## src/design/chs_fifo.sv

```systemverilog
// chs_fifo: two-entry queue between front and back
// no dependencies
module chs_fifo #(
  parameter int unsigned WIDTH = 8
) (
  input  logic             clk,
  input  logic             rst_n,
  input  logic             push,
  input  logic [WIDTH-1:0] push_data,
  output logic             full,
  input  logic             pop,
  output logic             not_empty,
  output logic [WIDTH-1:0] pop_data
);
  logic [WIDTH-1:0] slot_r [2];
  logic             wp_r, rp_r;
  logic [1:0]       cnt_r;

  assign full      = (cnt_r == 2'd2);
  assign not_empty = (cnt_r != 2'd0);
  assign pop_data  = slot_r[rp_r];

  // pointers and fill count
  always_ff @(posedge clk) begin
    if (!rst_n) begin
      wp_r  <= 1'b0;
      rp_r  <= 1'b0;
      cnt_r <= '0;
    end else begin
      if (push) wp_r <= !wp_r;
      if (pop)  rp_r <= !rp_r;
      cnt_r <= cnt_r + 2'(push) - 2'(pop);
    end
  end

  // storage
  always_ff @(posedge clk) begin
    if (push) begin
      slot_r[wp_r] <= push_data;
    end
  end
endmodule

```

## config.mk

```make
export PLATFORM = sky130hd
export DESIGN_NAME = chs_fifo
export DESIGN_NICKNAME = d
export VERILOG_FILES = /design/src/design/chs_fifo.sv
export SDC_FILE = /design/constraint.sdc
export NUM_CORES = 1
export LEC_CHECK = 0
export ABC_AREA = 0
export BUFFER_PORTS_ARGS = -buffer_cell sky130_fd_sc_hd__buf_2
export CAP_MARGIN = 20
export CORE_MARGIN = 2
export CORE_UTILIZATION = 45
export CTS_BUF_LIST = sky130_fd_sc_hd__clkbuf_8 sky130_fd_sc_hd__clkbuf_16
export DETAILED_ROUTE_END_ITERATION = 10
export GPL_TIMING_DRIVEN = 0
export PLACE_DENSITY = 0.7
export SYNTH_ARGS = -nofsm -noshare
export SYNTH_HDL_FRONTEND = slang
export SYNTH_SLANG_ARGS = --single-unit
```

## constraint.sdc

```tcl
create_clock -name clk -period 1.6 [get_ports clk]
set_clock_uncertainty 0.15 [all_clocks]
set_input_delay 0 -clock clk [delete_from_list [all_inputs] [get_ports clk]]
set_output_delay 0 -clock clk [all_outputs]
set_load 0.01 [all_outputs]
```

# After elaboration in Yosys (flattened, before gate mapping)
# Memories as Yosys holds them, arrays and structs flattened. A register that Yosys moved wholly into a read port is not among the register bits.
# Cells that the tools add are included.
[op_classes]
n_eq_ne = 1
n_reduce_logical = 3
muxes = 4
addsub = 2
[op_table]
columns = ["operator", "count"]
rows = [
  ["1-bit 2-to-1 mux", 4],
  ["2-bit by 1-bit adder with 2-bit output", 1],
  ["2-bit == test (second input constant)", 1],
  ["1-bit logical NOT", 2],
  ["2-bit nonzero test", 1],
  ["2-bit by 1-bit subtractor with 2-bit output", 1],
]
[word_totals]
out_inout_bits = 10
wordCells = 14
mem_bits_rw = 16
reg_bits = 4
inputBits = 12
n_memories = 1
[mem_list]
columns = ["name", "words", "width", "read_ports", "rd_clocked_by_memory_dff", "write_ports", "line", "source"]
rows = [
  ["slot_r", 2, 8, 1, 1, 1, "15", "logic [WIDTH-1:0] slot_r [2];"],
]

# Logic depth before layout (Yosys ltp)
[depth]
depth_word = 3
depth_mapped = 6
depth_no_buf = 6

# Worst setup path before layout
# No wires, ideal clock.
[synth_timing]
path_type = "register to register"
from = "register cnt_r[0]"
to = "register cnt_r[1]"
setup_time_ns = 0.065
path_buffers = 0
required_ns = 1.385
arrival_ns = 1.237
path_slack_ns = 0.148
synth_period_minus_slack_ns = 1.452
path_stages_with_launch = 7
path_cell_list = "dfxtp_1 > inv_1 > ha_1 > inv_1 > ha_1 > xnor3_1 > nor2b_1"
[synth_via]
elab_chain_cells = 2
[synth_lines]
columns = ["item", "line", "source"]
rows = [
  ["from (decl)", "17", "logic [1:0] cnt_r;"],
  ["from (signal assigned)", "32", "cnt_r <= cnt_r + 2'(push) - 2'(pop);"],
  ["2-bit by 1-bit adder with 2-bit output", "32", ""],
  ["2-bit by 1-bit subtractor with 2-bit output", "32", ""],
]
# Every way passes these cells.
# A chain may end at the register's enable or synchronous reset.

==> flow_metrics.env <==
export IMPL_io_pins=22
export IMPL_period_minus_slack_ns=1.41
export IMPL_p_per_area_nw_per_um2=1060
export IMPL_reg2reg_to="cnt_r[1]$_SDFF_PN0_"
export IMPL_setup_worst_path_start_class="register"
export IMPL_start_util=0.470
export IMPL_maxCapViolCount=0
export IMPL_gp_congestion=0.652
export IMPL_clk_insertion_delay_late_ns=0.25
export IMPL_firstDrtPassIters=1
export IMPL_hpwlAfterDp_microns=855
export IMPL_hp_start="pop"
export IMPL_grt_pass1_wl_microns=1950
export IMPL_vias=469
export IMPL_grt_overflow=0
export IMPL_ys_ff_latch=21
export IMPL_outcome="completed"
export IMPL_cts_buffers=3
export IMPL_hold_viol=0
export IMPL_yosysWarnings=0
export IMPL_max_freq_ghz=0.711
export IMPL_synth_top_area_cell="edfxtp_1"
export IMPL_rows=15
export IMPL_synth_area_top_cells="edfxtp_1 (60%), dfxtp_1 (12%), mux2_1 (11%)"
export IMPL_power_switching_mw=0.250
export IMPL_drive_gt1_frac=0.329
export IMPL_netlist_area_sq_um=803
export IMPL_rr_worst_depth=6
export IMPL_pwr_share_seq=0.555
export IMPL_first_iter_violations=0
export IMPL_ir_drop_uv=631
export IMPL_fin_crit_sh=0.879
export IMPL_syn_to_final_growth_pct=36.8
export IMPL_n_antenna_cell=0
export IMPL_avgSynthCellArea_sq_um=17.5
export IMPL_die_area_sq_um=2140
export IMPL_synth_distinct_cells=12
export IMPL_max_slew_margin=0.687
export IMPL_die_h_microns=46.3
export IMPL_seq_area_frac_synth=0.723
export IMPL_synth_nets=60
export IMPL_final_cell_count_no_fill=107
export IMPL_slew_viol_final=0
export IMPL_total_power_mw=1.16
export IMPL_final_nets=97
export IMPL_clkPwrFrac=0.277
export IMPL_reg2reg_from="cnt_r[0]$_SDFF_PN0_"
export IMPL_end_kind="primary output"
export IMPL_post_cts_buffers=0
export IMPL_hold_end="cnt_r[1]$_SDFF_PN0_"
export IMPL_via_per_inst=4.38
export IMPL_cts_tree="done"
export IMPL_power_leakage_nw=0.454
export IMPL_grt_max_degree=12
export IMPL_ant_nets=0
export IMPL_crit_required_ns=1.45
export IMPL_placed_cells=92
export IMPL_path_max_fanout=8
export IMPL_min_path_type="input port to register"
export IMPL_swShare=0.215
export IMPL_p_comb_frac=0.168
export IMPL_cts_root_buffer="clkbuf_8"
export IMPL_clkTransAtPathRegs_ns=0.07
export IMPL_cts_sinks=21
export IMPL_port_buffers=21
export IMPL_wl_microns=1280
export IMPL_route_detailed_drc=0
export IMPL_final_setup_tns_ns=0
export IMPL_holdPathStages=4
export IMPL_grt_pass1_vias=473
export IMPL_worstMarginPinSlew_ns=0.467
export IMPL_arrival_ns=1.26
export IMPL_die_width_microns=46.3
export IMPL_grt_use_total=0.137
export IMPL_wl_per_cell_microns=11.9
export IMPL_syn_inst=46
export IMPL_reg2reg_slack_ns=0.22
export IMPL_coreArea_sq_um=1710
export IMPL_cts_max_path_buffers=2
export IMPL_cts_htree_levels=1
export IMPL_intPower_mw=0.911
export IMPL_setup_viol=0
export IMPL_synth_top_area_share=0.598
export IMPL_antenna_found_initial=0
export IMPL_crit_type="register to primary output"
export IMPL_rsz0062_at_grt="false"
cells in the mapped netlist:
| master | n |
|---|---|
| o21a_1 | 1 |
| dfxtp_1 | 5 |
| ha_1 | 2 |
| buf_2 | 1 |
| nor2b_1 | 4 |
| xor2_1 | 1 |
| or2_1 | 1 |
| xnor3_1 | 1 |
| and2_1 | 4 |
| edfxtp_1 | 16 |
| inv_1 | 2 |
| mux2_1 | 8 |
critical path, stage by stage, from the launching register on:
cell     delay [ns]
dfxtp_1        0.30
buf_2          0.21
mux2_1         0.35
buf_2          0.14
flip-flops by register name (all words and copies together), names as in the netlist, named ones only:
register / flops
cnt_r: 2
slot_r: 16
rp_r: 1
wp_r: 1
per-layer routing:
| layer | part of all wire | GRT usage | wire length, microns |
|---|---|---|---|
| met5 | 0 | 0 | 0 |
| met2 | 0.55 | 0.233 | 706 |
| met4 | 0.0078 | 0.103 | 10 |
| met1 | 0.40 | 0.157 | 516 |
| met3 | 0.033 | 0.0118 | 42 |
worst max path at each step:
stage | endpoint | slack, ns | depth (start not counted)
6_report | pop_data[4] | 0.19 | 3
3_5_place_dp | cnt_r[1]$_SDFF_PN0_ | 0.04 | 6
5_1_grt | pop_data[4] | 0.12 | 3
3_3_place_gp | cnt_r[1]$_SDFF_PN0_ | 0.09 | 6
2_1_floorplan | cnt_r[1]$_SDFF_PN0_ | 0.15 | 6
4_1_cts | cnt_r[1]$_SDFF_PN0_ | 0.01 | 6
power groups by stage:
stage	clock (mW)	combinational [mW]	sequential [mW]
after floorplan	0	0.112	0.651
after global placement	0	0.169	0.653
after detailed placement	0	0.177	0.655
after CTS	0.333	0.199	0.643
after global routing	0.352	0.216	0.649
final	0.322	0.195	0.644
per-stage QoR:
step / util / cell area, sq um / hold slack [ns] / worst slack (ns)
floorplan: - / 803 / -0.0511 / 0.148
global placement: 0.550 / 940 / 0.0389 / 0.0931
detailed placement: 0.550 / 940 / 0.0440 / 0.0388
CTS: 0.641 / 1090 / 0.0450 / 0.0114
global route: 0.643 / 1100 / 0.157 / 0.116
finish: 0.643 / 1100 / 0.133 / 0.194
timing repair:
| item | 4_1_cts | 5_1_grt |
|---|---|---|
| hold buffers | 11 | 0 |
| hold endpoints to repair | 21 | 0 |
| setup endpoints to repair | 0 | 9 |
| resized for setup | 0 | 2 |
kinds of logic (layout without fill, tap and decap cells):
group,Yosys count,in the layout,share of synthesized area
buffers and inverters,3,39,0.0156
xor gates and xnor gates,2,2,0.0389
AOI/OAI and AO/OA,1,1,0.00935
DFF,21,21,0.723
muxes,8,8,0.112
adders and majority gates,2,2,0.0311
and+or+nand+nor,9,9,0.0701
layout by cell type, fill, tap and decap left out:
| cell type | instances |
|---|---|
| and2_1 | 4 |
| xor2_1 | 1 |
| o21a_1 | 1 |
| dfxtp_1 | 4 |
| nor2b_2 | 1 |
| buf_2 | 22 |
| nor2b_1 | 3 |
| dlygate4sd3_1 | 11 |
| mux2_1 | 8 |
| xnor3_1 | 1 |
| clkbuf_8 | 3 |
| edfxtp_1 | 16 |
| ha_1 | 2 |
| or2_1 | 1 |
| inv_1 | 3 |
| dfxtp_2 | 1 |
cell type report:
cell class	count	area, sq um
clock inverters	1	3.75
multi-input cells	22	213
fillers	132	609
plain buffers	1	5.00
repair buffers	32	215
clock buffers	3	41.3
well taps	25	31.3
flip-flops and latches	21	582
inverters	2	7.51
Power figures use the tool's default switching activity.
