<file path="config.mk">
export PLATFORM = sky130hd
export DESIGN_NAME = chs_front
export DESIGN_NICKNAME = d
export VERILOG_FILES = /design/src/design/chs_pkg.sv /design/src/design/chs_front.sv
export SDC_FILE = /design/constraint.sdc
export NUM_CORES = 1
export LEC_CHECK = 0
export ABC_AREA = 1
export BUFFER_PORTS_ARGS = -buffer_cell sky130_fd_sc_hd__buf_2
export CAP_MARGIN = 20
export CORE_MARGIN = 4
export CORE_UTILIZATION = 30
export CTS_BUF_LIST = sky130_fd_sc_hd__clkbuf_8
export DETAILED_ROUTE_END_ITERATION = 10
export GPL_TIMING_DRIVEN = 1
export PLACE_DENSITY = 0.44
export SKIP_CTS_REPAIR_TIMING = 1
export SLEW_MARGIN = 20
export SYNTH_ARGS = -nofsm -noshare
export SYNTH_HDL_FRONTEND = slang
export SYNTH_SLANG_ARGS = --single-unit
export TNS_END_PERCENT = 50
</file>
<file path="constraint.sdc">
create_clock -name clk -period 17.6 [get_ports clk]
set_input_delay 0.88 -clock clk [delete_from_list [all_inputs] [get_ports clk]]
set_output_delay 0.88 -clock clk [all_outputs]
set_load 0.1 [all_outputs]
</file>
<file path="src/design/chs_pkg.sv">
// chs_pkg: shared types and constants for the chained hash set
// no dependencies
package chs_pkg;

  localparam int unsigned BUCKETS_DEF = 256;
  localparam int unsigned NODES_DEF   = 1024;
  localparam int unsigned KEY_W       = 31;
  localparam int unsigned OP_W        = 2;
  localparam int unsigned CFG_W       = 9;
  localparam int unsigned STATUS_W    = 2;
  localparam int unsigned CNT_W       = 11;

  // operation codes
  localparam logic [OP_W-1:0] OP_INSERT = 2'd0;
  localparam logic [OP_W-1:0] OP_SEARCH = 2'd1;
  localparam logic [OP_W-1:0] OP_DELETE = 2'd2;

  // status codes
  localparam logic [STATUS_W-1:0] ST_OK     = 2'd0;
  localparam logic [STATUS_W-1:0] ST_MISS   = 2'd1;
  localparam logic [STATUS_W-1:0] ST_FULL   = 2'd2;
  localparam logic [STATUS_W-1:0] ST_NO_BKT = 2'd3;

  typedef struct packed {
    logic [STATUS_W-1:0] status;
    logic [CNT_W-1:0]    stored_keys;
  } result_t;

endpackage

</file>
<file path="src/design/chs_front.sv">
// chs_front: accepts requests and computes the bucket, 4 key bits a cycle
// depends on chs_pkg
module chs_front #(
  parameter int unsigned BUCKETS = chs_pkg::BUCKETS_DEF,
  parameter int unsigned ITEM_W  = 40
) (
  input  logic                        clk,
  input  logic                        rst_n,
  input  logic [chs_pkg::CFG_W-1:0]   num_buckets,
  input  logic                        in_valid,
  output logic                        in_ready,
  input  logic [chs_pkg::OP_W-1:0]    in_op,
  input  logic [chs_pkg::KEY_W-1:0]   in_key,
  output logic                        push,
  output logic [ITEM_W-1:0]           push_item,
  input  logic                        q_full
);
  localparam int unsigned RW = $clog2(BUCKETS + 1);
  localparam int unsigned BW = BUCKETS > 1 ? $clog2(BUCKETS) : 1;

  logic                        busy_r, busy_nxt;
  logic [2:0]                  iter_r, iter_nxt;
  logic                        done_r, done_nxt;
  logic [31:0]                 sh_r, sh_nxt;
  logic [RW-1:0]               rem_r, rem_nxt;
  logic [RW-1:0]               div_r;
  logic                        nbz_r;
  logic [chs_pkg::OP_W-1:0]    op_r;
  logic [chs_pkg::KEY_W-1:0]   key_r;
  logic [RW-1:0]               nb_eff;
  logic [RW:0]                 t;
  logic [RW-1:0]               r;
  logic [31:0]                 s;

  assign nb_eff   = (32'(num_buckets) > BUCKETS) ? RW'(BUCKETS) : RW'(num_buckets);
  assign in_ready = !busy_r;
  assign push     = busy_r && done_r && !q_full;
  assign push_item = {op_r, key_r, nbz_r, rem_r[BW-1:0]};

  // restoring remainder, four bits per cycle
  always_comb begin
    r = rem_r;
    s = sh_r;
    t = '0;
    for (int i = 0; i < 4; i++) begin
      t = {r, s[31]};
      s = {s[30:0], 1'b0};
      if (t >= {1'b0, div_r}) begin
        t = t - {1'b0, div_r};
      end
      r = t[RW-1:0];
    end
    busy_nxt = busy_r;
    iter_nxt = iter_r;
    done_nxt = done_r;
    sh_nxt   = sh_r;
    rem_nxt  = rem_r;
    if (!busy_r) begin
      if (in_valid) begin
        busy_nxt = 1'b1;
        iter_nxt = '0;
        done_nxt = 1'b0;
        sh_nxt   = {1'b0, in_key};
        rem_nxt  = '0;
      end
    end else if (!done_r) begin
      sh_nxt   = s;
      rem_nxt  = r;
      iter_nxt = iter_r + 3'd1;
      if (iter_r == 3'd7) begin
        done_nxt = 1'b1;
      end
    end else if (push) begin
      busy_nxt = 1'b0;
    end
  end

  // control state
  always_ff @(posedge clk) begin
    if (!rst_n) begin
      busy_r <= 1'b0;
      done_r <= 1'b0;
      iter_r <= '0;
    end else begin
      busy_r <= busy_nxt;
      done_r <= done_nxt;
      iter_r <= iter_nxt;
    end
  end

  // payload
  always_ff @(posedge clk) begin
    sh_r  <= sh_nxt;
    rem_r <= rem_nxt;
    if (!busy_r && in_valid) begin
      op_r  <= in_op;
      key_r <= in_key;
      div_r <= nb_eff;
      nbz_r <= (nb_eff == '0);
    end
  end
endmodule

</file>
[Word-level counts from Yosys, hierarchy flattened]
Cells that the tools add are included.
Storage, ports and cells
  output and inout bits: 42
  bits of input ports: 46
  register bits: 87
Cells by class
  reduce and logical (&&, ||, !) cells: 8
  equality and inequality tests: 2
  multiplexer cells: 22
  add/subtract/negate cells: 5
  magnitude comparators: 5
Operators with widths (number)
  2-to-1 mux 32 bit: 3
  2-to-1 mux 9 bit: 8
  >= comparator 10 x 9 -> 1 bit: 4
  subtractor 9 bit: 4
  > comparator 9 bit, second input constant: 1
  zero test 9 bit: 1
  2-to-1 mux 3 bit: 3
  2-to-1 mux 1 bit: 8
  adder 3 x 1 -> 3 bit, second input constant: 1
  == test 3 bit, second input constant: 1
  logical AND 1 bit: 3
  zero test 1 bit: 2
  inequality test 2 bit, second input constant: 1
  AND reduction 2 bit: 1
  nonzero test 2 bit: 1

[Longest topological paths before layout]
  depth in word-level cells: 10
  gate-level depth with buffers: 53

[Worst setup path after synthesis]
OpenSTA, ideal clock, no wires.
  path kind: flip-flop to flip-flop
  start point: register div_r[1]
  end point: register rem_r[2], data pin
  path buffers: 2
  path slack: 10.902 ns
  setup time: 0.307 ns
  arrival time: 6.392 ns
  stages on the path, launching flop included: 48
  clock period less this slack: 6.698 ns
  required time: 17.293 ns
  cells stage by stage: edfxtp_1 inv_1 ha_1 nand3_1 nor2_1 a21oi_2 nand2_4 o21ai_0 inv_1 fa_1 inv_1 nand3_1 nand2_1 nand2_1 nand2_1 a21oi_2 nand3_2 buf_2 (+12 left out) nand2_1 nand2_1 inv_1 ha_1 nand2_1 nor2_1 nor2_1 nor2_1 nor2_1 o21ai_0 a21oi_1 nor2_1 nor2_1 inv_1 a21oi_1 nand3_1 nand2_1 nor2_1
Between the ends
  word-level cells in the longest chain between the ends: 10
  elaborated cells between the ends (all ways): 14
  classes of those cells: add/sub (4); order compare (4); mux (6)
RTL lines
  start: declaration: line chs_front.sv:26  | logic [RW-1:0] div_r;
  start signal: assignment: line chs_front.sv:98  | div_r <= nb_eff;
  subtractor 9 bit / >= comparator 10 x 9 -> 1 bit (equally long branches): line chs_front.sv:49, chs_front.sv:48
  2-to-1 mux 9 bit: line chs_front.sv:48  | if (t >= {1'b0, div_r}) begin
  >= comparator 10 x 9 -> 1 bit / subtractor 9 bit (equally long branches): line chs_front.sv:48, chs_front.sv:49
  2-to-1 mux 9 bit: line chs_front.sv:48
  subtractor 9 bit / >= comparator 10 x 9 -> 1 bit (equally long branches): line chs_front.sv:49, chs_front.sv:48
  2-to-1 mux 9 bit: line chs_front.sv:48
  subtractor 9 bit / >= comparator 10 x 9 -> 1 bit (equally long branches): line chs_front.sv:49, chs_front.sv:48
  2-to-1 mux 9 bit (*): line chs_front.sv:48
  2-to-1 mux 9 bit (*): line chs_front.sv:66  | end else if (!done_r) begin
  2-to-1 mux 9 bit (*): line chs_front.sv:58  | if (!busy_r) begin
  end signal: assignment: line chs_front.sv:94  | rem_r <= rem_nxt;
  end: declaration: line chs_front.sv:25  | logic [RW-1:0] rem_r, rem_nxt;
Every way passes the cells marked *; elsewhere a longest branch is shown, timed or not. The select of a mux whose other input is x is not followed.
A chain may end at the register's enable or synchronous reset.

[Final worst setup path]
  start point: register div_r[0]
  end point: register rem_r[7], data pin
Between the ends
  word-level cells in the longest chain between the ends: 10
  elaborated cells between the ends (all ways): 14
  classes of those cells: add/sub (4); order compare (4); mux (6)
RTL lines (line)
  subtractor 9 bit / >= comparator 10 x 9 -> 1 bit (equally long branches): chs_front.sv:49, chs_front.sv:48
  2-to-1 mux 9 bit: chs_front.sv:48
  subtractor 9 bit / >= comparator 10 x 9 -> 1 bit (equally long branches): chs_front.sv:49, chs_front.sv:48
  2-to-1 mux 9 bit: chs_front.sv:48
  subtractor 9 bit / >= comparator 10 x 9 -> 1 bit (equally long branches): chs_front.sv:49, chs_front.sv:48
  2-to-1 mux 9 bit: chs_front.sv:48
  subtractor 9 bit / >= comparator 10 x 9 -> 1 bit (equally long branches): chs_front.sv:49, chs_front.sv:48
  2-to-1 mux 9 bit (*): chs_front.sv:48
  2-to-1 mux 9 bit (*): chs_front.sv:66
  2-to-1 mux 9 bit (*): chs_front.sv:58
Marks and branches as above.

==> results by group <==
Setup path
  – Reg2reg end: rem_r[7]
  – FF-to-FF setup slack: 9.22 ns
  – Crit path DAT: about 8.4 ns
  – Slowest CP cell: edfxtp_1
  – Worst r2r path cells: between 40 and 50
  – Crit. End Element: flop
  – Critical path type: flop to flop
  – Setup crit start kind: flop
  – Crit path max fanout: 12
  – Max incr delay on CP: about 0.57 ns
  – Worst path required time: between 15 and 20 ns
  – Reg2reg start: div_r[0]

Synthesis
  – Seq/Total Area, Yosys: 0.4613
  – Synth cell types: 38
  – Synth warn: 0
  – Synth area leader: edfxtp_1
  – Synth top area share: 0.4432
  – Most numerous cell in the Yosys netlist: nand2_1
  – Mapped Nets: 716
  – Mapped cell area: 5555 um^2
  – FFs w/ async S/R, synth: 0
  – FF+latch count, synth: 87
  – Syn avg cell area: 8.846 um^2
  – Commonest cells post-synth: nand2_1 (194), edfxtp_1 (82), inv_1 (81), nor2_1 (40), ha_1 (38)
  – Number of synthesized flops with an enable pin: 82
  – Cell count after synthesis: 628
  – Prevailing post-synth register cell: edfxtp_1
  – Area contributors post-synth: edfxtp_1 (44%), nand2_1 (13%), ha_1 (8.6%), inv_1 (5.5%), nor2_1 (2.7%)

Die
  – Die width: 144.1 um
  – Total core area: 18090 um^2
  – Full die area: 20760 um^2
  – IO Pins: 88
  – Chip Height: 144.1 um
  – Num rows: 49
  – Starting Density: 0.3072

Min path
  – Min-Delay Path Depth: 1
  – Worst hold start: iter_r[0]
  – Endpoint of the worst hold path: iter_r[0]
  – Hold WC Path Type: flop to flop

Final layout
  – Synthesis-to-layout area growth: 14.23%
  – Filler instances: 1874
  – Multi-input logic area: 2522 um^2
  – Sequential Area: 2562 um^2
  – Final Net Count: 791
  – ANT cells: 0
  – Share of layout cells above drive strength 1: 0.2119
  – Final core utilization: 0.3509

Timing
  – Setup violators final: 0
  – Worst hold slack: 0.4655 ns
  – Final Hold Viols: 0
  – Clock skew: 0.01993 ns
  – Worst setup margin: 9.218 ns
  – Worst slew margin: 0.5789
  – Tmin final: around 8.4 ns
  – Setup TNS: 0 ns
  – Actual slew at the worst max-slew pin: 0.6307 ns
  – Tcrit/Tclk final: 0.4763
  – Fmax: around 0.12 GHz
  – RSZ-0062 raised after global routing: no
  – Slew Limit Fails: 0

Run
  – Max-cap violation count: 0

Routing
  – Total iterations of the first detailed-routing run: 6
  – DRT iter0 DRCs: 180
  – Wire per inst: 14.35 um
  – ANT nets after route: 0
  – Post-Route WL: 13.45 mm
  – DR DRC count: 0
  – Via count: 4234
  – Via density: 4.519

Global route
  – GRT overflow: 0
  – M3 GR Usage: 0.02546
  – Most used routing layer: met2
  – Largest net degree at the start of global routing: 43
  – Met1 global-route usage: 0.1882
  – Global-route wire length before repair: about 21 mm
  – Met2 Track Usage GR: 0.2011
  – Total GRT Usage: 0.1313
  – Vias in the first global route: 4146
  – Initial antenna violation count: 0

Clock tree
  – H-tree Lvls: 3
  – CTS buffer count: 9
  – Clk_lat worst skew: 0.36 ns
  – CTS tree: built
  – Sink Count: 87
  – CTS root buffer: clkbuf_8
  – Clock buffer depth: 2
  – Clock-pin slew of the registers on the worst-case setup and hold paths: 0.09 ns

Placement
  – RePlAce Congestion: approximately 0.86
  – HPWL Detailed: roughly 10 mm
  – IO buf count: 85
  – Post-place setup slack: between 9 and 10 ns

Status
  – Status: complete, no violations
-- cell families after synthesis --
kind of cell    after synthesis  synth area share
buf+inv                     107           0.08468
xor+xnor                     26           0.04099
compound gates               58           0.05969
fa+ha+maj                    42            0.1000
flops                        87            0.4613
simple gates                308            0.2534
-- cell type report --
class | instances | share of cell area
multi-input combinational | 434 | 0.3975
sequential | 87 | 0.4038
timing repair buffer | 88 | 0.07058
inverter | 83 | 0.04949
clock buffer | 9 | 0.01952
tap | 229 | 0.04515
clock inverter | 7 | 0.01400
-- worst max path at each step --
stage | slack, ns | depth (start not counted) | end | from
after floorplan | 10.90 | 47 | rem_r[2] | div_r[1]
after global placement | 9.36 | 43 | rem_r[7] | div_r[0]
after detailed placement | 9.30 | 43 | rem_r[7] | div_r[0]
after CTS | 9.24 | 43 | rem_r[7] | div_r[0]
after global routing | 8.45 | 45 | rem_r[2] | div_r[0]
final | 9.22 | 43 | rem_r[7] | div_r[0]
-- stage by stage --
stage | instance area, um^2 | cells
4_1_cts | 6346 | 937
6_report | 6346 | 937
2_1_floorplan | 5555 | 628
5_1_grt | 6346 | 937
3_5_place_dp | 6133 | 921
3_3_place_gp | 6133 | 921
-- metal layers --
metal	wire length (um)	vias to the layer above
li1	-	2176
met2	6057	92
met3	496	15
met5	0	-
met4	233	0
met1	6661	1951
-- cell usage in the layout (no fill, tap or decap), types with 4 or more instances in the layout --
| master | Yosys | routed |
|---|---|---|
| inv_1 | 81 | 81 |
| nand2_4 | 11 | 11 |
| ha_1 | 38 | 38 |
| o21ai_1 | 7 | 7 |
| edfxtp_1 | 82 | 82 |
| fa_1 | 4 | 4 |
| buf_2 | 2 | 85 |
| nand4_1 | 6 | 6 |
| dfxtp_1 | 5 | 5 |
| clkbuf_8 | 0 | 9 |
| nor2_1 | 40 | 40 |
| a21oi_1 | 23 | 23 |
| o21bai_1 | 4 | 4 |
| xnor2_1 | 12 | 12 |
| nor3_1 | 6 | 6 |
| nand3_1 | 18 | 18 |
| xor2_1 | 14 | 14 |
| o21ai_0 | 14 | 14 |
| nor2_2 | 11 | 11 |
| nand3_2 | 4 | 4 |
| nand2_2 | 11 | 11 |
| nand2_1 | 194 | 194 |
-- critical path, delay by kind of cell, from the launching register on --
family | cells | cell delay (ns)
DFF | 1 | 0.57
buffers and inverters | 5 | 0.51
AOI/OAI and AO/OA | 11 | 2.40
and+or+nand+nor | 22 | 2.61
adders and majority gates | 5 | 1.97
-- registers in the layout, indices dropped and copies added (netlist names) --
register and count:
sh_r 32, key_r 31, div_r 9, rem_r 9, iter_r 3, busy_r 1
done_r 1, nbz_r 1
Power is not shown: default switching activity piles up to over one toggle a cycle in this logic, so the estimate is an artifact.
